--- src/rtl/hot_key_counter_table_core_macros.svh ---
// assertion macros for the hot key counter table core
// used by hot_key_counter_table_core.sv, no other dependencies
`ifndef HOT_KEY_COUNTER_TABLE_CORE_MACROS_SVH
`define HOT_KEY_COUNTER_TABLE_CORE_MACROS_SVH

// same-cycle implication, disabled while in reset
`define HKCT_ASSERT_SAME(label, clk, rstn, ante, cons) \
    label: assert property (@(posedge clk) disable iff (!(rstn)) (ante) |-> (cons)) \
        else $error("hkct assertion failed");

// next-cycle implication, disabled while in reset
`define HKCT_ASSERT_NEXT(label, clk, rstn, ante, cons) \
    label: assert property (@(posedge clk) disable iff (!(rstn)) (ante) |=> (cons)) \
        else $error("hkct assertion failed");

`endif

--- src/rtl/hkct_pkg.sv ---
// shared types and constants for the hot key counter table core
// no dependencies
package hkct_pkg;

    localparam int KEY_W         = 64;
    localparam int STEP_W        = 48;
    localparam int COUNT_W       = 32;
    localparam int SLOT_OUT_W    = 12;
    localparam int TABLE_ENTRIES = 4096;
    localparam int SLOT_W        = $clog2(TABLE_ENTRIES);
    localparam int PROBE_LIMIT   = 8;
    localparam int PROBE_W       = (PROBE_LIMIT > 1) ? $clog2(PROBE_LIMIT) : 1;
    localparam int HASH_SHIFT    = 3;

    localparam int S_TDATA_W     = ((KEY_W + STEP_W + 7) / 8) * 8;
    localparam int M_TDATA_W     = ((COUNT_W + SLOT_OUT_W + 7) / 8) * 8;
    localparam int M_TUSER_W     = 3;

    localparam int APB_DATA_W    = 64;
    localparam int PADDR_W       = 4;

    localparam logic [COUNT_W-1:0] COUNT_MAX       = '1;
    localparam logic [COUNT_W-1:0] THRESHOLD_RESET = COUNT_W'(2);

    typedef enum logic {
        REG_THRESHOLD = 1'b0,
        REG_DEFER     = 1'b1
    } reg_sel_t;

    typedef enum logic [M_TUSER_W-1:0] {
        OUT_DEFERRED = 3'd0,
        OUT_INSERTED = 3'd1,
        OUT_COUNTED  = 3'd2,
        OUT_HOT      = 3'd3,
        OUT_DROPPED  = 3'd4
    } outcome_t;

    typedef enum logic [1:0] {
        ST_CLEAR,
        ST_IDLE,
        ST_CHECK,
        ST_EMIT
    } state_t;

    typedef struct packed {
        logic [COUNT_W-1:0] threshold;
        logic [STEP_W-1:0]  defer;
    } cfg_t;

    typedef struct packed {
        logic [COUNT_W-1:0] count;
        logic [KEY_W-1:0]   key;
    } entry_t;

endpackage

--- src/rtl/hkct_regs.sv ---
// apb configuration registers: hot threshold and step deferral
// depends on hkct_pkg
module hkct_regs (
    input  logic                           aclk,
    input  logic                           aresetn,
    input  logic                           psel,
    input  logic                           penable,
    input  logic                           pwrite,
    input  logic [hkct_pkg::PADDR_W-1:0]   paddr,
    input  logic [hkct_pkg::APB_DATA_W-1:0] pwdata,
    output logic [hkct_pkg::APB_DATA_W-1:0] prdata,
    output logic                           pready,
    output hkct_pkg::cfg_t                 cfg
);
    import hkct_pkg::*;

    logic [COUNT_W-1:0] threshold_reg, threshold_next;
    logic [STEP_W-1:0]  defer_reg, defer_next;
    reg_sel_t           sel;
    logic               wr_en;

    assign sel    = reg_sel_t'(paddr[3]);
    assign wr_en  = psel & penable & pwrite & pready;
    assign pready = 1'b1;

    always_comb begin
        threshold_next = threshold_reg;
        defer_next     = defer_reg;
        if (wr_en) begin
            unique case (sel)
                REG_THRESHOLD: threshold_next = pwdata[COUNT_W-1:0];
                REG_DEFER:     defer_next     = pwdata[STEP_W-1:0];
            endcase
        end
    end

    always_comb begin
        unique case (sel)
            REG_THRESHOLD: prdata = APB_DATA_W'(threshold_reg);
            REG_DEFER:     prdata = APB_DATA_W'(defer_reg);
        endcase
    end

    always_ff @(posedge aclk) begin
        if (!aresetn) begin
            threshold_reg <= THRESHOLD_RESET;
            defer_reg     <= '0;
        end else begin
            threshold_reg <= threshold_next;
            defer_reg     <= defer_next;
        end
    end

    assign cfg.threshold = threshold_reg;
    assign cfg.defer     = defer_reg;

endmodule

--- config.mk ---
export PLATFORM = sky130hd
export DESIGN_NAME = hkct_regs
export DESIGN_NICKNAME = d
export VERILOG_FILES = /design/src/rtl/hot_key_counter_table_core_macros.svh /design/src/rtl/hkct_pkg.sv /design/src/rtl/hkct_regs.sv
export SDC_FILE = /design/constraint.sdc
export NUM_CORES = 1
export LEC_CHECK = 0
export BUFFER_PORTS_ARGS = -buffer_cell sky130_fd_sc_hd__buf_4
export CORE_MARGIN = 1
export CORE_UTILIZATION = 44
export CTS_BUF_LIST = sky130_fd_sc_hd__clkbuf_2 sky130_fd_sc_hd__clkbuf_4 sky130_fd_sc_hd__clkbuf_8
export CTS_CLUSTER_DIAMETER = 50
export DETAILED_ROUTE_END_ITERATION = 12
export PLACE_DENSITY = 0.83
export SLEW_MARGIN = 40
export SYNTH_ARGS = -nofsm -noshare
export SYNTH_HDL_FRONTEND = slang
export SYNTH_SLANG_ARGS = --single-unit
--- constraint.sdc ---
create_clock -name aclk -period 1.95 [get_ports aclk]
set_input_delay 0.195 -clock aclk [delete_from_list [all_inputs] [get_ports aclk]]
set_output_delay 0.195 -clock aclk [all_outputs]
set_load 0.02 [all_outputs]
Yosys cells after proc, flatten, opt, wreduce, memory -nomap -nowiden
Cells that the tools add are included.

Input bits: 73. Output and inout bits: 145. Word-level logic and storage cells: 8. Register bits: 80.

Bitwise operators: 3. Reductions and logical operators: 2. Mux-type cells: 1.

Operators with widths (count): one-hot mux 64 bit (2 select lines) (1); AND reduction 2 bit (2); AND 1 bit (2); inverter 1 bit (1).

Longest topological paths before layout
Gate-level depths: netlist (run 1).

Word-level depth: 3. Depth in mapped cells: 4. Gate-level depth less buffers: 2.

Least setup slack after synthesis (run 1)
No wires, ideal clock.

Path kind: input to output. Start: input paddr[3] (netlist bit). End: output prdata[28] (netlist bit). Buffers on the path: 2. Data required time: 1.755 ns. Slack: 0.765 ns. Stages on the path: 3. Arrival time: 0.990 ns. Cells stage by stage: buf_2 -> buf_2 -> mux2_1.

Longest elaborated chain between the ends: 2.

Ends and longest elaborated chain: start, declared (RTL line hkct_regs.sv:9) `input logic [hkct_pkg::PADDR_W-1:0] paddr,`; inverter 1 bit (no source line); one-hot mux 64 bit (2 select lines) (*) (RTL line hkct_regs.sv:38) `unique case (sel)`; end, declared (RTL line hkct_regs.sv:11) `output logic [hkct_pkg::APB_DATA_W-1:0] prdata,`.

Mark *: on every way between the ends. The rest lies on a longest branch, timed or not. The select of a mux whose other input is x is not followed.

Final worst setup path (run 1)
Start: input paddr[3] (netlist bit). End: output prdata[2] (netlist bit).

Same word-level chain as after synthesis.

==> impl_metrics.yaml, run 1 <==
cells_and_area:
  num_antenna_cells: 0
  final_layout_size_suffix_gt1_share_pct: 41.5
  area.growth.synth_to_final_pct: 42.6
  design.final.nets: 627
  number_of_flip_flops_under_the_largest_register_name: 48
  layout.cells.non_filler: 661
status:
  run_status: "finished, final reports clean"
drt:
  drt-wirelength-per-cell_um: 13.8
  first_drt_iteration_drcs: 62
  drc: 0
  detail_route.first_pass.iterations: 4
  post_drt_via_cell_ratio: 4.80
  detailroute.via_count: 3170
  antenna_left: 0
  detailed_route_wl_um: 9120
pwr:
  pwr-share-clk_pct: 36.2
  p_leak_nw: 2.72
  p_total_mw: 3.39
  seq_power_share_pct: 50.1
  power_density_nw_per_um2: 653
  power.net_switching_mw: 0.869
  power.share.combinational_pct: 13.7
  power.switching_fraction_pct: 25.7
  internal-power_mw: 2.52
  worst_ir_drop_vdd_uv: 308
floorplanning:
  rows: 32
  ios: 218
  die-height_um: 93.0
  die_w_um: 93.0
  design.core.area_um2: 7850
  fp.dieArea_um2: 8640
  floorplan.initialDensity_pct: 46.4
synthesis:
  synth.top_cell.area_share_pct: 44.0
  ys_top_cells_by_area: "dfxtp_1 (44%), mux2i_1 (22%), nand2_1 (13%), mux2_2 (8.7%), buf_4 (4.5%)"
  yosys_warnings: 0
  ys_seq_elements: 80
  yosysSeqAreaShare_pct: 44.0
  postSynthCellCount: 386
  synth_top_area_cell: "dfxtp_1"
  yosys.cell_types.count: 14
  avgSynthCellArea_um2: 9.43
  synthesis.area_um2: 3640
global_route:
  grt_remaining_overflow: 0
  wire_length_of_the_first_global_routing_pass_um: 14200
  first_global_vias: 2949
  groute.usage.overall_pct: 21.0
  grt_start_max_net_pins: 130
  grt_antenna_before_repair: 0
clock_network:
  htreeDepth: 3
  cts-buffers-inserted: 9
  clkSinkCount: 80
  cts_resized: 0
  post_cts_buffers: 0
  cts_root_buffer: "clkbuf_8"
  clk_latency_ns: 0.34
  number_of_buffers_on_the_longest_clock_path: 2
  post_cts_hold_buffer_count: 0
  cts_tree: "built"
  clkTransAtPathRegs_ns: 0.08
timing:
  worst_case_headroom_to_the_max_slew_limit_pct: 66.5
  fin_crit_ns: 1.60
  fin_crit_sh_pct: 81.9
  grt_setup_unrepaired: "false"
  timing.final.hold_violations: 0
  report.final.slew_viol_count: 0
  fmax_mhz: 626
  final_total_negative_setup_slack_ns: 0
  setup_viol_count_final: 0
  timing_worst_slew_pin_value_ns: 0.503
  clock-skew-final_ns: 0
min_path:
  hold_path_class: "input pin to flip-flop"
place:
  dp.cells: 644
  io_buffer_count: 181
  hpwlAfterDp_um: 6420
  place_congestion: 0.769
worst_setup_path:
  crit_path_start_kind: "input pin"
  critical_path_arrival_ns: 1.40
  crit_path_end_kind: "output port"
  critPathRequiredTime_ns: 1.75
  path_max_fanout: 26
  timing.setup.critical_path_class: "input pin to output port"
run:
  cap_viol_max_count: 0
[synthesized netlist by cell type]
library cell  instances
mux2i_1              80
clkbuf_1             12
mux2_2               28
nand2_1             127
and2_1               16
buf_2                10
nor2b_1               2
conb_1                2
and4b_1               1
buf_4                22
buf_1                 1
nand4_1               1
mux2_1                4
dfxtp_1              80
[per-layer routing]
metal | wire length [um] | GRT usage, % | part of all wire, % | vias up
met4 | 101 | 8.21 | 1.1 | 0
met1 | 3710 | 24.0 | 41 | 1458
met5 | 0 | 0 | 0 | -
met3 | 730 | 5.34 | 8.0 | 9
met2 | 4580 | 37.1 | 50 | 142
li1 | - | - | - | 1561
[critical path, cell delays in order]
cell	delay [ns]
buf_4	0.28
buf_4	0.36
mux2_2	0.38
buf_4	0.16
[layout make-up]
type | count | area [um^2]
Multi-Input combinational cell | 276 | 1830
Sequential cell | 80 | 1600
Fill cell | 617 | 2660
Clock inverter | 5 | 56.3
Tap cell | 102 | 128
Clock buffer | 11 | 145
Timing Repair Buffer | 187 | 1430
[power groups by stage]
stage	Combinational (mW)	Sequential (mW)	Clock [mW]
after floorplan	0.250	1.77	0
after global placement	0.454	1.73	0
after detailed placement	0.465	1.74	0
after CTS	0.466	1.70	1.26
after global routing	0.497	1.70	1.34
final	0.464	1.70	1.23
[worst paths after layout]
path | startpoint | endpoint | slack, ns | cells after the start
min | pwdata[42] | defer_reg[42] | 0.10 | 3
max | paddr[3] | prdata[2] | 0.35 | 4
min reg2reg | defer_reg[37] | defer_reg[37] | 0.47 | 2
max reg2reg | threshold_reg[7] | threshold_reg[7] | 1.23 | 2
[metrics by stage]
step	hold WS (ns)	area, um^2	utilization (%)	setup slack, ns
floorplan	0.334	3700	-	0.765
global route	0.0902	5190	66.2	0.282
CTS	0.0795	5170	65.9	0.324
detailed placement	0.454	4970	63.3	0.324
global placement	0.448	4970	63.3	0.365
finish	0.100	5190	66.2	0.354
[layout by cell type (no fill, tap or decap)]
cell type / count
buf_4: 185
mux2_1: 4
dfxtp_1: 80
clkbuf_4: 1
clkbuf_8: 10
clkinv_4: 1
conb_1: 17
buf_12: 2
and2_1: 16
clkinv_2: 2
mux2i_1: 80
mux2_2: 28
bufinv_16: 1
nand2_1: 127
nand4_1: 1
clkinvlp_4: 1
and4b_2: 1
nor2b_1: 2
[logic make-up after synthesis]
group / count (synthesis) / share of synthesized area, %
muxes: 112 / 31.9
DFF: 80 / 44.0
buffers and inverters: 45 / 7.25
and+or+nand+nor: 147 / 16.6
other: 2 / 0.206
Note: power is estimated with default switching activity, not from simulation.
==> run 2: changes to the inputs <==
Settings changed: CORE_UTILIZATION 44 to 41, PLACE_DENSITY 0.83 to 0.81.
Clock period 1.95 ns to 1.45 ns, I/O delays scaled along.
==> run 2 against run 1 <==
Net effect:
- critical path depth decreased by 2
- sequential share of layout area decreased by 0.44 points
- largest power group unchanged
- cell area increased by 1.4%
- die area increased by 7.2%
- non-clock buffer count increased by 1
- clock power increased by 47%
- global-route usage decreased by 3.3 points
- clock-buffer cell count increased by 1
- register-to-register slack got worse by 0.47 ns
- critical endpoint is now prdata[30]
==> impl_metrics.yaml, run 2 (synthesized netlist as in run 1, its figures left out) <==
place:
  place_congestion: 0.675
  dp.cells: 652
  hpwlAfterDp_um: 6150
  io_buffer_count: 181
worst_setup_path:
  crit_path_end_kind: "output port"
  critPathRequiredTime_ns: 1.31
  crit_family: "flip-flops"
  path_max_fanout: 3
  reg2reg_from: "defer_reg[14]"
  timing.setup.critical_path_class: "flip-flop to output port"
  critical_path.slowest_cell: "dfxtp_1"
  regToRegEndpoint: "defer_reg[14]"
  crit_path_start_kind: "flip-flop"
  path_cells: "mux2_1 -> buf_4"
  crit_path_max_incr_delay_ns: 0.33
  critical_path_arrival_ns: 1.13
  ff2ff_setup_slack_ns: 0.76
  critical_path_buf_inv_count: 1
  worst_r2r_path_depth: 2
timing:
  report.final.slew_viol_count: 0
  clock-skew-final_ns: 0
  fin_crit_sh_pct: 87.6
  timing.final.hold_violations: 0
  setup_viol_count_final: 0
  fmax_mhz: 787
  final_total_negative_setup_slack_ns: 0
  grt_setup_unrepaired: "false"
  fin_hold_ws_ns: 0.0525
  fin_crit_ns: 1.27
clock_network:
  number_of_buffers_on_the_longest_clock_path: 2
  clkTransAtPathRegs_ns: 0.08
  cts_resized: 0
  post_cts_buffers: 0
  htreeDepth: 3
  clk_latency_ns: 0.33
  cts_tree: "built"
  cts-buffers-inserted: 9
  cts_root_buffer: "clkbuf_8"
  post_cts_hold_buffer_count: 0
  clkSinkCount: 80
min_path:
  worst_hold_endpoint: "defer_reg[41]"
  worst_hold_path.num_cells: 3
  worstHoldStart: "pwdata[41]"
  hold_path_class: "input pin to flip-flop"
status:
  run_status: "finished, final reports clean"
cells_and_area:
  layout_commonest_cell: "buf_4"
  final_layout_size_suffix_gt1_share_pct: 41.5
  num_antenna_cells: 0
  area.growth.synth_to_final_pct: 44.7
  number_of_flip_flops_under_the_largest_register_name: 48
  final_core_util_pct: 60.7
  layout.cells.non_filler: 667
  mostFrequentLayoutCells: "buf_4 (183), nand2_1 (127), mux2i_1 (80), dfxtp_1 (80), mux2_2 (28)"
  design.final.nets: 628
global_route:
  grt_antenna_before_repair: 0
  wire_length_of_the_first_global_routing_pass_um: 12600
  grt_start_max_net_pins: 67
  first_global_vias: 2847
  groute.usage.overall_pct: 17.7
  grt_remaining_overflow: 0
floorplanning:
  fp.dieArea_um2: 9260
  ios: 218
  die_w_um: 96.2
  design.core.area_um2: 8680
  floorplan.initialDensity_pct: 41.9
  die-height_um: 96.2
  rows: 34
pwr:
  power_density_nw_per_um2: 898
  p_total_mw: 4.73
  p_leak_nw: 2.75
  worst_ir_drop_vdd_uv: 447
drt:
  antenna_left: 0
  detail_route.first_pass.iterations: 4
  first_drt_iteration_drcs: 57
  drc: 0
  detailroute.via_count: 3178
  detailed_route_wl_um: 8510
  drt-wirelength-per-cell_um: 12.8
  post_drt_via_cell_ratio: 4.76
run:
  cap_viol_max_count: 0
## run 2: worst max-delay path by stage
stage	startpoint	end	slack, ns	cells past startpoint
floorplan	paddr[3]	prdata[28]	0.36	3
global placement	paddr[3]	prdata[1]	0.29	4
detailed placement	paddr[3]	threshold_reg[3]	0.25	4
CTS	defer_reg[30]	prdata[30]	0.15	2
global route	defer_reg[30]	prdata[30]	0.11	2
finish	defer_reg[30]	prdata[30]	0.18	2
## run 2: final cells by class
cell class                 instances  area, um^2
timing repair buffer             188        1470
clock inverter                     3        65.1
multi-input combinational        276        1830
clock buffer                      12         159
tap                              108         135
fill                             773        3410
sequential                        80        1600
## run 2: tightest hold or removal path: cells and delay by family
kind	cells	cell delay, ns
buf+inv	1	0.11
mux	1	0.05
simple gates	1	0.04
## run 2: metal layers
layer / wire [um] / share of wire [%] / up-vias / global-route usage (%)
li1: - / - / 1567 / -
met1: 3510 / 41 / 1482 / 18.6
met2: 4350 / 51 / 122 / 33.6
met3: 566 / 6.7 / 7 / 4.58
met4: 73 / 0.86 / 0 / 6.09
met5: 0 / 0 / - / 0
## run 2: metrics by stage
stage | worst slack (ns) | instance area [um^2]
global placement | 0.292 | 5040
CTS | 0.154 | 5270
floorplan | 0.365 | 3700
global route | 0.115 | 5270
detailed placement | 0.246 | 5040
finish | 0.180 | 5270
## run 2: where the power goes
part / total, mW / switching, mW / internal (mW)
Clock: 1.81 / 0.741 / 1.07
Combinational: 0.634 / 0.338 / 0.296
Sequential: 2.28 / 0.0381 / 2.24
Total: 4.73 / 1.12 / 3.61
