## config.mk

```make
export PLATFORM = sky130hd
export DESIGN_NAME = hkct_probe
export DESIGN_NICKNAME = d
export VERILOG_FILES = /design/src/rtl/hot_key_counter_table_core_macros.svh /design/src/rtl/hkct_pkg.sv /design/src/rtl/hkct_probe.sv
export SDC_FILE = /design/constraint.sdc
export NUM_CORES = 1
export LEC_CHECK = 0
export BUFFER_PORTS_ARGS = -buffer_cell sky130_fd_sc_hd__buf_2
export CAP_MARGIN = 20
export CORE_AREA = 2 2 179 181
export DETAILED_ROUTE_END_ITERATION = 10
export DIE_AREA = 0 0 181 183
export GPL_ROUTABILITY_DRIVEN = 0
export SLEW_MARGIN = 20
export SYNTH_ARGS = -nofsm -noshare
export SYNTH_HDL_FRONTEND = slang
export SYNTH_SLANG_ARGS = --single-unit
```

## constraint.sdc

```tcl
create_clock -name aclk -period 4.5 [get_ports aclk]
set_input_delay 0.45 -clock aclk [delete_from_list [all_inputs] [get_ports aclk]]
set_output_delay 0.45 -clock aclk [all_outputs]
set_load 0.01 [all_outputs]
```

## src/rtl/hot_key_counter_table_core_macros.svh

```systemverilog
// assertion macros for the hot key counter table core
// used by hot_key_counter_table_core.sv, no other dependencies
`ifndef HOT_KEY_COUNTER_TABLE_CORE_MACROS_SVH
`define HOT_KEY_COUNTER_TABLE_CORE_MACROS_SVH

// same-cycle implication, disabled while in reset
`define HKCT_ASSERT_SAME(label, clk, rstn, ante, cons) \
    label: assert property (@(posedge clk) disable iff (!(rstn)) (ante) |-> (cons)) \
        else $error("hkct assertion failed");

// next-cycle implication, disabled while in reset
`define HKCT_ASSERT_NEXT(label, clk, rstn, ante, cons) \
    label: assert property (@(posedge clk) disable iff (!(rstn)) (ante) |=> (cons)) \
        else $error("hkct assertion failed");

`endif

```

## src/rtl/hkct_pkg.sv

```systemverilog
// shared types and constants for the hot key counter table core
// no dependencies
package hkct_pkg;

    localparam int KEY_W         = 64;
    localparam int STEP_W        = 48;
    localparam int COUNT_W       = 32;
    localparam int SLOT_OUT_W    = 12;
    localparam int TABLE_ENTRIES = 4096;
    localparam int SLOT_W        = $clog2(TABLE_ENTRIES);
    localparam int PROBE_LIMIT   = 8;
    localparam int PROBE_W       = (PROBE_LIMIT > 1) ? $clog2(PROBE_LIMIT) : 1;
    localparam int HASH_SHIFT    = 3;

    localparam int S_TDATA_W     = ((KEY_W + STEP_W + 7) / 8) * 8;
    localparam int M_TDATA_W     = ((COUNT_W + SLOT_OUT_W + 7) / 8) * 8;
    localparam int M_TUSER_W     = 3;

    localparam int APB_DATA_W    = 64;
    localparam int PADDR_W       = 4;

    localparam logic [COUNT_W-1:0] COUNT_MAX       = '1;
    localparam logic [COUNT_W-1:0] THRESHOLD_RESET = COUNT_W'(2);

    typedef enum logic {
        REG_THRESHOLD = 1'b0,
        REG_DEFER     = 1'b1
    } reg_sel_t;

    typedef enum logic [M_TUSER_W-1:0] {
        OUT_DEFERRED = 3'd0,
        OUT_INSERTED = 3'd1,
        OUT_COUNTED  = 3'd2,
        OUT_HOT      = 3'd3,
        OUT_DROPPED  = 3'd4
    } outcome_t;

    typedef enum logic [1:0] {
        ST_CLEAR,
        ST_IDLE,
        ST_CHECK,
        ST_EMIT
    } state_t;

    typedef struct packed {
        logic [COUNT_W-1:0] threshold;
        logic [STEP_W-1:0]  defer;
    } cfg_t;

    typedef struct packed {
        logic [COUNT_W-1:0] count;
        logic [KEY_W-1:0]   key;
    } entry_t;

endpackage

```

## src/rtl/hkct_probe.sv

```systemverilog
// probe engine: clearing sweep, linear probe read-modify-write, result register
// depends on hkct_pkg; drives the table ram in the top level
module hkct_probe (
    input  logic                              aclk,
    input  logic                              aresetn,
    input  hkct_pkg::cfg_t                    cfg,
    input  logic                              s_tvalid,
    output logic                              s_tready,
    input  logic [hkct_pkg::KEY_W-1:0]        in_key,
    input  logic [hkct_pkg::STEP_W-1:0]       in_step,
    output logic                              m_tvalid,
    input  logic                              m_tready,
    output hkct_pkg::outcome_t                out_outcome,
    output logic [hkct_pkg::COUNT_W-1:0]      out_count,
    output logic [hkct_pkg::SLOT_W-1:0]       out_slot,
    output logic                              ram_we,
    output logic [hkct_pkg::SLOT_W-1:0]       ram_waddr,
    output hkct_pkg::entry_t                  ram_wdata,
    output logic                              ram_re,
    output logic [hkct_pkg::SLOT_W-1:0]       ram_raddr,
    input  hkct_pkg::entry_t                  ram_rdata
);
    import hkct_pkg::*;

    state_t             state_reg, state_next;
    logic [SLOT_W-1:0]  clr_addr_reg, clr_addr_next;
    logic [KEY_W-1:0]   key_reg, key_next;
    logic [SLOT_W-1:0]  addr_reg, addr_next;
    logic [PROBE_W-1:0] probe_reg, probe_next;
    outcome_t           res_outcome_reg, res_outcome_next;
    logic [COUNT_W-1:0] res_count_reg, res_count_next;
    logic [SLOT_W-1:0]  res_slot_reg, res_slot_next;
    logic               m_valid_reg, m_valid_next;
    outcome_t           m_outcome_reg, m_outcome_next;
    logic [COUNT_W-1:0] m_count_reg, m_count_next;
    logic [SLOT_W-1:0]  m_slot_reg, m_slot_next;

    logic [COUNT_W-1:0] thr_eff;
    logic [COUNT_W-1:0] count_inc;
    logic [SLOT_W-1:0]  home;
    logic [SLOT_W-1:0]  addr_inc;
    logic               deferred;
    logic               hit;
    logic               empty;
    logic               last_probe;

    assign thr_eff    = (cfg.threshold == '0) ? COUNT_W'(1) : cfg.threshold;
    assign count_inc  = ram_rdata.count + COUNT_W'(1);
    assign home       = in_key[HASH_SHIFT +: SLOT_W];
    assign addr_inc   = addr_reg + SLOT_W'(1);
    assign deferred   = (cfg.defer != '0) && (in_step < cfg.defer);
    assign hit        = (ram_rdata.key == key_reg);
    assign empty      = (ram_rdata.key == '0);
    assign last_probe = (probe_reg == PROBE_W'(PROBE_LIMIT - 1));

    always_comb begin
        state_next       = state_reg;
        clr_addr_next    = clr_addr_reg;
        key_next         = key_reg;
        addr_next        = addr_reg;
        probe_next       = probe_reg;
        res_outcome_next = res_outcome_reg;
        res_count_next   = res_count_reg;
        res_slot_next    = res_slot_reg;
        m_valid_next     = m_valid_reg & ~m_tready;
        m_outcome_next   = m_outcome_reg;
        m_count_next     = m_count_reg;
        m_slot_next      = m_slot_reg;
        s_tready         = 1'b0;
        ram_we           = 1'b0;
        ram_waddr        = addr_reg;
        ram_wdata        = '0;
        ram_re           = 1'b0;
        ram_raddr        = home;

        unique case (state_reg)
            ST_CLEAR: begin
                ram_we        = 1'b1;
                ram_waddr     = clr_addr_reg;
                clr_addr_next = clr_addr_reg + SLOT_W'(1);
                if (clr_addr_reg == SLOT_W'(TABLE_ENTRIES - 1)) begin
                    state_next = ST_IDLE;
                end
            end
            ST_IDLE: begin
                s_tready = 1'b1;
                if (s_tvalid) begin
                    key_next   = in_key;
                    addr_next  = home;
                    probe_next = '0;
                    ram_re     = 1'b1;
                    if (deferred) begin
                        res_outcome_next = OUT_DEFERRED;
                        res_count_next   = '0;
                        res_slot_next    = '0;
                        state_next       = ST_EMIT;
                    end else begin
                        state_next = ST_CHECK;
                    end
                end
            end
            ST_CHECK: begin
                priority if (hit) begin
                    res_slot_next = addr_reg;
                    state_next    = ST_EMIT;
                    if (ram_rdata.count == COUNT_MAX) begin
                        res_outcome_next = OUT_COUNTED;
                        res_count_next   = ram_rdata.count;
                    end else begin
                        ram_we           = 1'b1;
                        ram_wdata.key    = key_reg;
                        ram_wdata.count  = count_inc;
                        res_count_next   = count_inc;
                        res_outcome_next = (count_inc == thr_eff) ? OUT_HOT : OUT_COUNTED;
                    end
                end else if (empty) begin
                    ram_we           = 1'b1;
                    ram_wdata.key    = key_reg;
                    ram_wdata.count  = COUNT_W'(1);
                    res_outcome_next = OUT_INSERTED;
                    res_count_next   = COUNT_W'(1);
                    res_slot_next    = addr_reg;
                    state_next       = ST_EMIT;
                end else if (last_probe) begin
                    res_outcome_next = OUT_DROPPED;
                    res_count_next   = '0;
                    res_slot_next    = '0;
                    state_next       = ST_EMIT;
                end else begin
                    addr_next  = addr_inc;
                    probe_next = probe_reg + PROBE_W'(1);
                    ram_re     = 1'b1;
                    ram_raddr  = addr_inc;
                end
            end
            ST_EMIT: begin
                if (!m_valid_reg || m_tready) begin
                    m_valid_next   = 1'b1;
                    m_outcome_next = res_outcome_reg;
                    m_count_next   = res_count_reg;
                    m_slot_next    = res_slot_reg;
                    state_next     = ST_IDLE;
                end
            end
            default: state_next = ST_IDLE;
        endcase
    end

    always_ff @(posedge aclk) begin
        if (!aresetn) begin
            state_reg    <= ST_CLEAR;
            clr_addr_reg <= '0;
            m_valid_reg  <= 1'b0;
        end else begin
            state_reg    <= state_next;
            clr_addr_reg <= clr_addr_next;
            m_valid_reg  <= m_valid_next;
        end
    end

    always_ff @(posedge aclk) begin
        key_reg         <= key_next;
        addr_reg        <= addr_next;
        probe_reg       <= probe_next;
        res_outcome_reg <= res_outcome_next;
        res_count_reg   <= res_count_next;
        res_slot_reg    <= res_slot_next;
        m_outcome_reg   <= m_outcome_next;
        m_count_reg     <= m_count_next;
        m_slot_reg      <= m_slot_next;
    end

    assign m_tvalid    = m_valid_reg;
    assign out_outcome = m_outcome_reg;
    assign out_count   = m_count_reg;
    assign out_slot    = m_slot_reg;

endmodule

```

# [Yosys cells after proc, flatten, opt, wreduce, memory -nomap -nowiden]
# Index checks and enable logic that the tools add are counted.
[word_totals] ram_bits=0 elab_cells=109 latchBits=0 romBits=0 output_inout_bits=171 in_bits=292 memories=0 reg_bits=188
[classes] add_sub_neg=4 n_mul=0 n_reduce_logical=13 n_eq_ne=16 muxes=61 div_mod_pow=0 shifts=0 order_cmp=1 bitwise_logic=2
[op_table] operator="$mux W96" count=3
[op_table] operator="$mux W32" count=7
[op_table] operator="$mux W12" count=14
[op_table] operator="$mux W65" count=1
[op_table] operator="$eq A64 B64 Y1" count=1
[op_table] operator="$logic_not A64 Y1" count=1
[op_table] operator="$pmux W32 S2" count=1
[op_table] operator="$lt A48 B48 Y1" count=1
[op_table] operator="$pmux W12 S2" count=2
[op_table] operator="$reduce_bool A48 Y1" count=1
[op_table] operator="$add A32 B1 Y32 const B" count=1
[op_table] operator="$eq A32 B32 Y1" count=1
[op_table] operator="$eq A32 B32 Y1 const B" count=1
[op_table] operator="$logic_not A32 Y1" count=1
[op_table] operator="$mux W3" count=9
[op_table] operator="$add A12 B1 Y12 const B" count=2
[op_table] operator="$ne A2 B2 Y1 const B" count=7
[op_table] operator="$mux W1" count=13
[op_table] operator="$eq A12 B12 Y1 const B" count=1
[op_table] operator="$mux W2" count=6
[op_table] operator="$pmux W3 S2" count=2
[op_table] operator="$pmux W2 S4" count=1
[op_table] operator="$reduce_and A4 Y1" count=2
[op_table] operator="$reduce_and A5 Y1" count=1
[op_table] operator="14 further kinds" count=17

# [Depth between registers and ports, before layout]
# Gate-level depths: netlist of run 1.
[logic_depth] ltp_word=7 mapped_depth=11 mapped_depth_nobuf=10

# [Least setup slack after synthesis of run 1]
# Ideal clock, no wire load.
[synth_path] path_type="input -> register" from="in ram_rdata[43] (netlist bit)" to="reg res_count_reg[0] (enable)" path_slack_ns=0.986 setup_time_ns=0.409 arrival_ns=3.105 t_required_ns=4.091 n_path_buf=2 stages=8 cell_sequence="xor2_1 nor4_1 nand4_1 nor4_4 or4_1 buf_2 buf_2 and2_1"
[synth_via] elab_chain_len=3 word_cells_on_any_way=4 classes_between="eq/ne (2); reduce/logical (2)"
[synth_rtl] item="from (decl)" line_no="hkct_probe.sv:21" text="input hkct_pkg::entry_t ram_rdata"
[synth_rtl] item="$eq A64 B64 Y1 or $logic_not A64 Y1 (tied branches)" line_no="hkct_probe.sv:52, hkct_probe.sv:53"
[synth_rtl] item="$ne A4 B4 Y1 (no line) *"
[synth_rtl] item="$reduce_and A4 Y1 (no line) *"
[synth_rtl] item="to (signal assigned)" line_no="hkct_probe.sv:166" text="res_count_reg <= res_count_next;"
[synth_rtl] item="to (decl)" line_no="hkct_probe.sv:31" text="logic [COUNT_W-1:0] res_count_reg, res_count_next;"
# Mark *: on every way between the ends. The rest lies on a longest branch, timed or not.
# A chain may end at the register's enable or synchronous reset.

==> results of run 1 <==
==> metrics by stage <==
step           instances  hold slack (ns)  area, sq um  total power, mW
2_1_floorplan       1066            0.400        11400             2.14
3_3_place_gp        1905            0.401        14200             2.39
3_5_place_dp        1905            0.405        14200             2.39
4_1_cts             1937            0.158        14800             3.92
5_1_grt             1942            0.154        14800             4.04
6_report            1943            0.180        14800             3.89
==> logic make-up (layout without fill, tap and decap cells) <==
logic type | Yosys count | in the layout | share of synthesized area
and+or+nand+nor | 416 | 416 | 0.207
DFF | 188 | 188 | 0.480
xor gates and xnor gates | 137 | 137 | 0.109
AOI/OAI and AO/OA | 133 | 133 | 0.0774
buffers and inverters | 108 | 577 | 0.0387
adders and majority gates | 57 | 57 | 0.0623
muxes | 27 | 27 | 0.0260
other | 0 | 6 | 0
==> worst min path at each step <==
stage / from / endpoint / slack [ns] / cells past startpoint
floorplan: res_count_reg[0]$_SDFFCE_PN0P_ / out_count[0]$_DFFE_PP_ / 0.40 / 0
global placement: res_count_reg[10]$_SDFFCE_PN0P_ / out_count[10]$_DFFE_PP_ / 0.40 / 0
detailed placement: res_count_reg[31]$_SDFFCE_PN0P_ / out_count[31]$_DFFE_PP_ / 0.40 / 0
CTS: in_key[31] / key_reg[31]$_DFFE_PP_ / 0.16 / 1
global route: in_key[31] / key_reg[31]$_DFFE_PP_ / 0.15 / 1
finish: in_key[26] / key_reg[26]$_DFFE_PP_ / 0.18 / 1
==> routing by layer <==
metal	vias to the layer above	global-route usage	share of wire
li1	4829	-	-
met1	4791	0.267	0.39
met4	0	0.0966	0.035
met5	-	0	0
met3	77	0.0512	0.073
met2	473	0.427	0.51
==> power groups by stage <==
stage          sequential, mW  clock [mW]  combinational [mW]
2_1_floorplan            1.93           0               0.209
4_1_cts                  1.89        1.56               0.466
6_report                 1.89        1.53               0.466
5_1_grt                  1.89        1.63               0.514
3_5_place_dp             1.93           0               0.463
3_3_place_gp             1.93           0               0.455
==> layout make-up <==
type	count	area [sq um]
Sequential cell	188	5500
Inverter	67	251
Clock inverter	14	173
Clock buffer	18	429
Antenna cell	6	15.0
Multi-Input combinational cell	770	5530
Timing Repair Buffer	478	2440
Fill cell	3012	16400
Tap cell	402	503
==> cells in the final DEF (no fill, tap or decap), types with 10 or more instances in the layout <==
| master | netlist | layout |
|---|---|---|
| a21oi_1 | 46 | 46 |
| and2_1 | 80 | 79 |
| and3_1 | 22 | 22 |
| buf_2 | 10 | 462 |
| buf_4 | 1 | 15 |
| clkbuf_16 | 0 | 17 |
| dfxtp_1 | 15 | 15 |
| edfxtp_1 | 173 | 173 |
| ha_1 | 57 | 57 |
| inv_1 | 67 | 66 |
| mux2_2 | 22 | 22 |
| nand2_1 | 44 | 44 |
| nand3_1 | 22 | 22 |
| nand4_1 | 39 | 39 |
| nor2_1 | 81 | 81 |
| nor2b_1 | 11 | 10 |
| nor3_1 | 15 | 15 |
| nor4_1 | 60 | 60 |
| o21ai_0 | 15 | 15 |
| xnor2_1 | 46 | 46 |
| xor2_1 | 88 | 88 |
==> worst max-delay path, delay by kind of cell, from the launching register on <==
kind                   cells  cell delay [ns]
AO/OA/AOI/OAI              1             0.18
XOR/XNOR                   1             0.23
buffers and inverters      3             0.73
flip-flops                 1             0.45
AND/OR/NAND/NOR            6             1.52
==> flow_metrics.py, run 1 <==
metrics = {
    "run_status": {
        "status": "finished clean",
    },
    "power_and_ir_drop": {
        "p_leak_nw": 6.19,
        "powerDensity_nw_per_um2": 262,
        "internal-power_mw": 2.90,
        "clkPwrFrac": 0.393,
        "p_sw_mw": 0.984,
        "p_seq_frac": 0.487,
        "ir_drop_v": 0.000211,
        "p_comb_frac": 0.120,
        "power_switching_share": 0.253,
    },
    "worst_setup_path": {
        "crit_end": "ram_wdata[9]",
        "reg2reg_setup_slack_ns": 1.40,
        "path_cells": "xor2_1 > nor4_1 > buf_4 > nand4_1 > nor4_4 > or2_2 > and2_1 > a21boi_4 > buf_4 > and2_1 > buf_2",
        "worstRegToRegCells": 10,
        "crit_path_end_kind": "primary output",
        "r2r_end": "res_count_reg[19]$_SDFFCE_PN0P_",
        "setup.worst_path.start": "key_reg[5]$_DFFE_PP_",
        "worstPathMaxFanout": 65,
        "cp.arrival_ns": 3.58,
        "critPathKind": "reg -> out",
        "reg2reg_from": "key_reg[5]$_DFFE_PP_",
        "cp.required_ns": 4.05,
        "slowest_delay_ns": 0.45,
        "cp-start-kind": "flip-flop",
        "slowest_stage": "edfxtp_1",
    },
    "sta": {
        "setup_slack_ns": 0.472,
        "finalHoldViolations": 0,
        "max_clock_freq_mhz": 248,
        "finClkSkew_ns": 0.00849,
        "finalCriticalPeriod_ns": 4.03,
        "worst_slew_margin_rel": 0.334,
        "grt_setup_unrepaired": "no",
        "maxSlewViolCount": 0,
        "worstMarginPinSlew_ns": 1.00,
        "period_share": 0.895,
        "setup_viol": 0,
        "tns_ns": 0,
    },
    "cells_and_area": {
        "largest_reg_flops": 64,
        "drive_above_1_share": 0.360,
        "area_delta_synth_final_pct": 29.6,
        "nets": 1871,
        "postLayoutCoreUtil": 0.475,
    },
    "cts": {
        "cts_buffers": 17,
        "cts_sinks": 188,
        "hold_buffers": 0,
        "cts_max_level": 4,
        "clkLatencyLatePin_ns": 0.44,
        "postCtsSetupRepairBufs": 0,
        "clockBufferDepth": 2,
        "clk_pin_slew_ns": 0.07,
        "post_cts_resized": 0,
        "cts_tree": "done",
        "root_buffer": "clkbuf_16",
    },
    "yosys": {
        "ys_seq_elements": 188,
        "synth_cells": 1066,
        "async_reset_ff_frac": 0,
        "synth_common_cells": "173 x edfxtp_1, 88 x xor2_1, 81 x nor2_1",
        "yosys_warnings": 0,
        "synth_flop_cell": "edfxtp_1",
        "syn_nets": 1415,
        "syn_area_sq_um": 11400,
        "avgSynthCellArea_sq_um": 10.7,
        "yosys.area.top_type": "edfxtp_1",
        "synth_top_area_share": 0.454,
        "ys_seq_area_frac": 0.480,
        "synth_area_leaders": "edfxtp_1 45%, xor2_1 6.7%, ha_1 6.2%",
        "synth_edf_count": 173,
        "yosysUniqueCellTypes": 72,
        "synth_most_common_cell": "edfxtp_1",
    },
    "grt": {
        "antenna_found_initial": 5,
        "grt_usage": 0.234,
        "grt_overflow": 0,
        "grt_pass1_vias": 10131,
        "grt_pass1_wl_um": 58600,
        "grt_max_degree": 66,
    },
    "detailed_routing": {
        "dr.first_iter.drc_count": 592,
        "ant_nets": 0,
        "avgViaCountPerCell": 5.23,
        "dr.pass1.iters": 7,
        "drt-wirelength-per-cell_um": 20.6,
        "wl_um": 39900,
        "vias": 10170,
        "post-route-drc-count": 0,
    },
    "worst_hold_path": {
        "hold_path.class": "in -> reg",
    },
    "placed_design": {
        "portBuffers": 462,
        "hpwlAfterDp_um": 32800,
        "detailedPlace.worstSlack_ns": 0.556,
    },
    "floorplan": {
        "die_area_sq_um": 33100,
        "coreArea_sq_um": 31200,
        "io_pins": 463,
        "fp.dieW_um": 181,
        "initial_utilization": 0.367,
        "std_cell_rows": 65,
        "die_h_um": 183,
    },
    "run": {
        "cap_viol_max_count": 0,
    },
}
Power figures use the tool's default switching activity.
==> run 2, diff against run 1 <==
- GPL_TIMING_DRIVEN: not set -> 0
==> flow_metrics.py, run 2 (same netlist as run 1, synthesis figures left out) <==
metrics = {
    "worst_setup_path": {
        "crit_end": "ram_wdata[38]",
        "reg2reg_setup_slack_ns": 1.11,
        "critPathKind": "in -> out",
        "cp-start-kind": "input pin",
        "cp.arrival_ns": 3.68,
        "setup.worst_path.start": "ram_rdata[7]",
        "worstRegToRegCells": 8,
        "reg2reg_from": "key_reg[53]$_DFFE_PP_",
        "crit_path_end_kind": "primary output",
        "cp.required_ns": 4.05,
        "r2r_end": "res_count_reg[8]$_SDFFCE_PN0P_",
        "worstPathMaxFanout": 10,
    },
    "power_and_ir_drop": {
        "p_leak_nw": 6.21,
        "ir_drop_v": 0.000231,
        "powerDensity_nw_per_um2": 255,
    },
    "cts": {
        "clockBufferDepth": 2,
        "clk_pin_slew_ns": 0.07,
        "root_buffer": "clkbuf_16",
        "cts_max_level": 4,
        "cts_sinks": 188,
        "clkLatencyLatePin_ns": 0.43,
        "cts_buffers": 17,
        "cts_tree": "done",
    },
    "sta": {
        "max_clock_freq_mhz": 242,
        "finalCriticalPeriod_ns": 4.13,
        "grt_setup_unrepaired": "no",
        "worstMarginPinSlew_ns": 0.872,
        "maxSlewViolCount": 0,
        "tns_ns": 0,
        "finClkSkew_ns": 0.0115,
        "worst_slew_margin_rel": 0.419,
        "finalHoldViolations": 0,
        "setup_viol": 0,
        "period_share": 0.919,
    },
    "cells_and_area": {
        "drive_above_1_share": 0.355,
        "largest_reg_flops": 64,
        "final_cells": 1961,
        "mostFrequentLayoutCells": "465 x buf_2, 173 x edfxtp_1, 88 x xor2_1",
        "postLayoutCoreUtil": 0.477,
        "layout_commonest_cell": "buf_2",
        "nets": 1893,
        "area_delta_synth_final_pct": 30.2,
    },
    "detailed_routing": {
        "dr.first_iter.drc_count": 481,
        "vias": 10196,
        "post-route-drc-count": 0,
        "wl_um": 40200,
        "drt-wirelength-per-cell_um": 20.5,
        "ant_nets": 0,
        "dr.pass1.iters": 5,
        "avgViaCountPerCell": 5.20,
    },
    "floorplan": {
        "coreArea_sq_um": 31200,
        "die_area_sq_um": 33100,
        "std_cell_rows": 65,
        "initial_utilization": 0.367,
        "fp.dieW_um": 181,
        "die_h_um": 183,
        "io_pins": 463,
    },
    "grt": {
        "grt_pass1_vias": 10367,
        "grt_pass1_wl_um": 59700,
        "antenna_found_initial": 2,
        "grt_usage": 0.239,
        "grt_overflow": 0,
        "grt_max_degree": 60,
    },
    "placed_design": {
        "placed_cells": 1926,
        "hpwlAfterDp_um": 33900,
        "portBuffers": 455,
    },
    "run_status": {
        "status": "finished clean",
    },
    "worst_hold_path": {
        "hold_path.class": "in -> reg",
    },
    "run": {
        "cap_viol_max_count": 0,
    },
}
==> run 2: per-stage QoR <==
step                      setup WS [ns]  hold WS [ns]  total power, mW  area (sq um)
after floorplan                   0.986         0.400             2.14         11400
after CTS                       0.00276         0.170             3.83         14900
after global placement           -0.712         0.402             2.39         14200
after global routing             0.0991         0.168             3.94         14900
after detailed placement          0.103         0.405             2.40         14300
final                             0.366         0.191             3.80         14900
==> run 2: what timing repair did <==
item,in CTS,in global routing
setup endpoints to repair,0,51
hold buffers,0,0
hold endpoints to repair,0,0
setup buffers,0,1
resized for setup,0,1
==> run 2: report_power, final <==
| group | switching (mW) | leakage [nW] | internal [mW] |
|---|---|---|---|
| Clock | 0.647 | 0.283 | 0.785 |
| Sequential | 0.00250 | 1.42 | 1.89 |
| Combinational | 0.256 | 4.50 | 0.215 |
==> run 2: worst min-delay path by stage <==
stage | startpoint | endpoint | slack (ns) | depth (start not counted)
2_1_floorplan | res_count_reg[0]$_SDFFCE_PN0P_ | out_count[0]$_DFFE_PP_ | 0.40 | 0
3_3_place_gp | res_count_reg[13]$_SDFFCE_PN0P_ | out_count[13]$_DFFE_PP_ | 0.40 | 0
3_5_place_dp | res_outcome_reg[1]$_SDFFCE_PN0P_ | out_outcome[1]$_DFFE_PP_ | 0.40 | 0
4_1_cts | in_key[20] | key_reg[20]$_DFFE_PP_ | 0.17 | 1
5_1_grt | in_key[38] | key_reg[38]$_DFFE_PP_ | 0.17 | 1
6_report | in_key[40] | key_reg[40]$_DFFE_PP_ | 0.19 | 1
==> run 2: routing by layer <==
metal,track usage,routed length [um]
met5,0,0
met2,0.446,20900
met4,0.0937,1340
met1,0.268,15100
met3,0.0481,2840
==> run 2: worst max-delay path, cell delays in order <==
cell      delay (ns)
buf_2           0.12
nor4_1          0.48
nand2_1         0.12
or4_1           0.53
nor3_1          0.40
or2_2           0.25
and2_1          0.23
a21boi_2        0.20
buf_4           0.22
clkbuf_2        0.29
and2_1          0.23
buf_2           0.15
==> run 2: cell type report <==
class	count	area, sq um
Antenna cell	2	5.00
Buffer	41	191
Clock buffer	23	499
Clock inverter	9	56.3
Fill cell	3043	16300
Inverter	67	254
Multi-Input combinational cell	770	5530
Sequential cell	188	5500
Tap cell	402	503
Timing Repair Buffer	459	2370
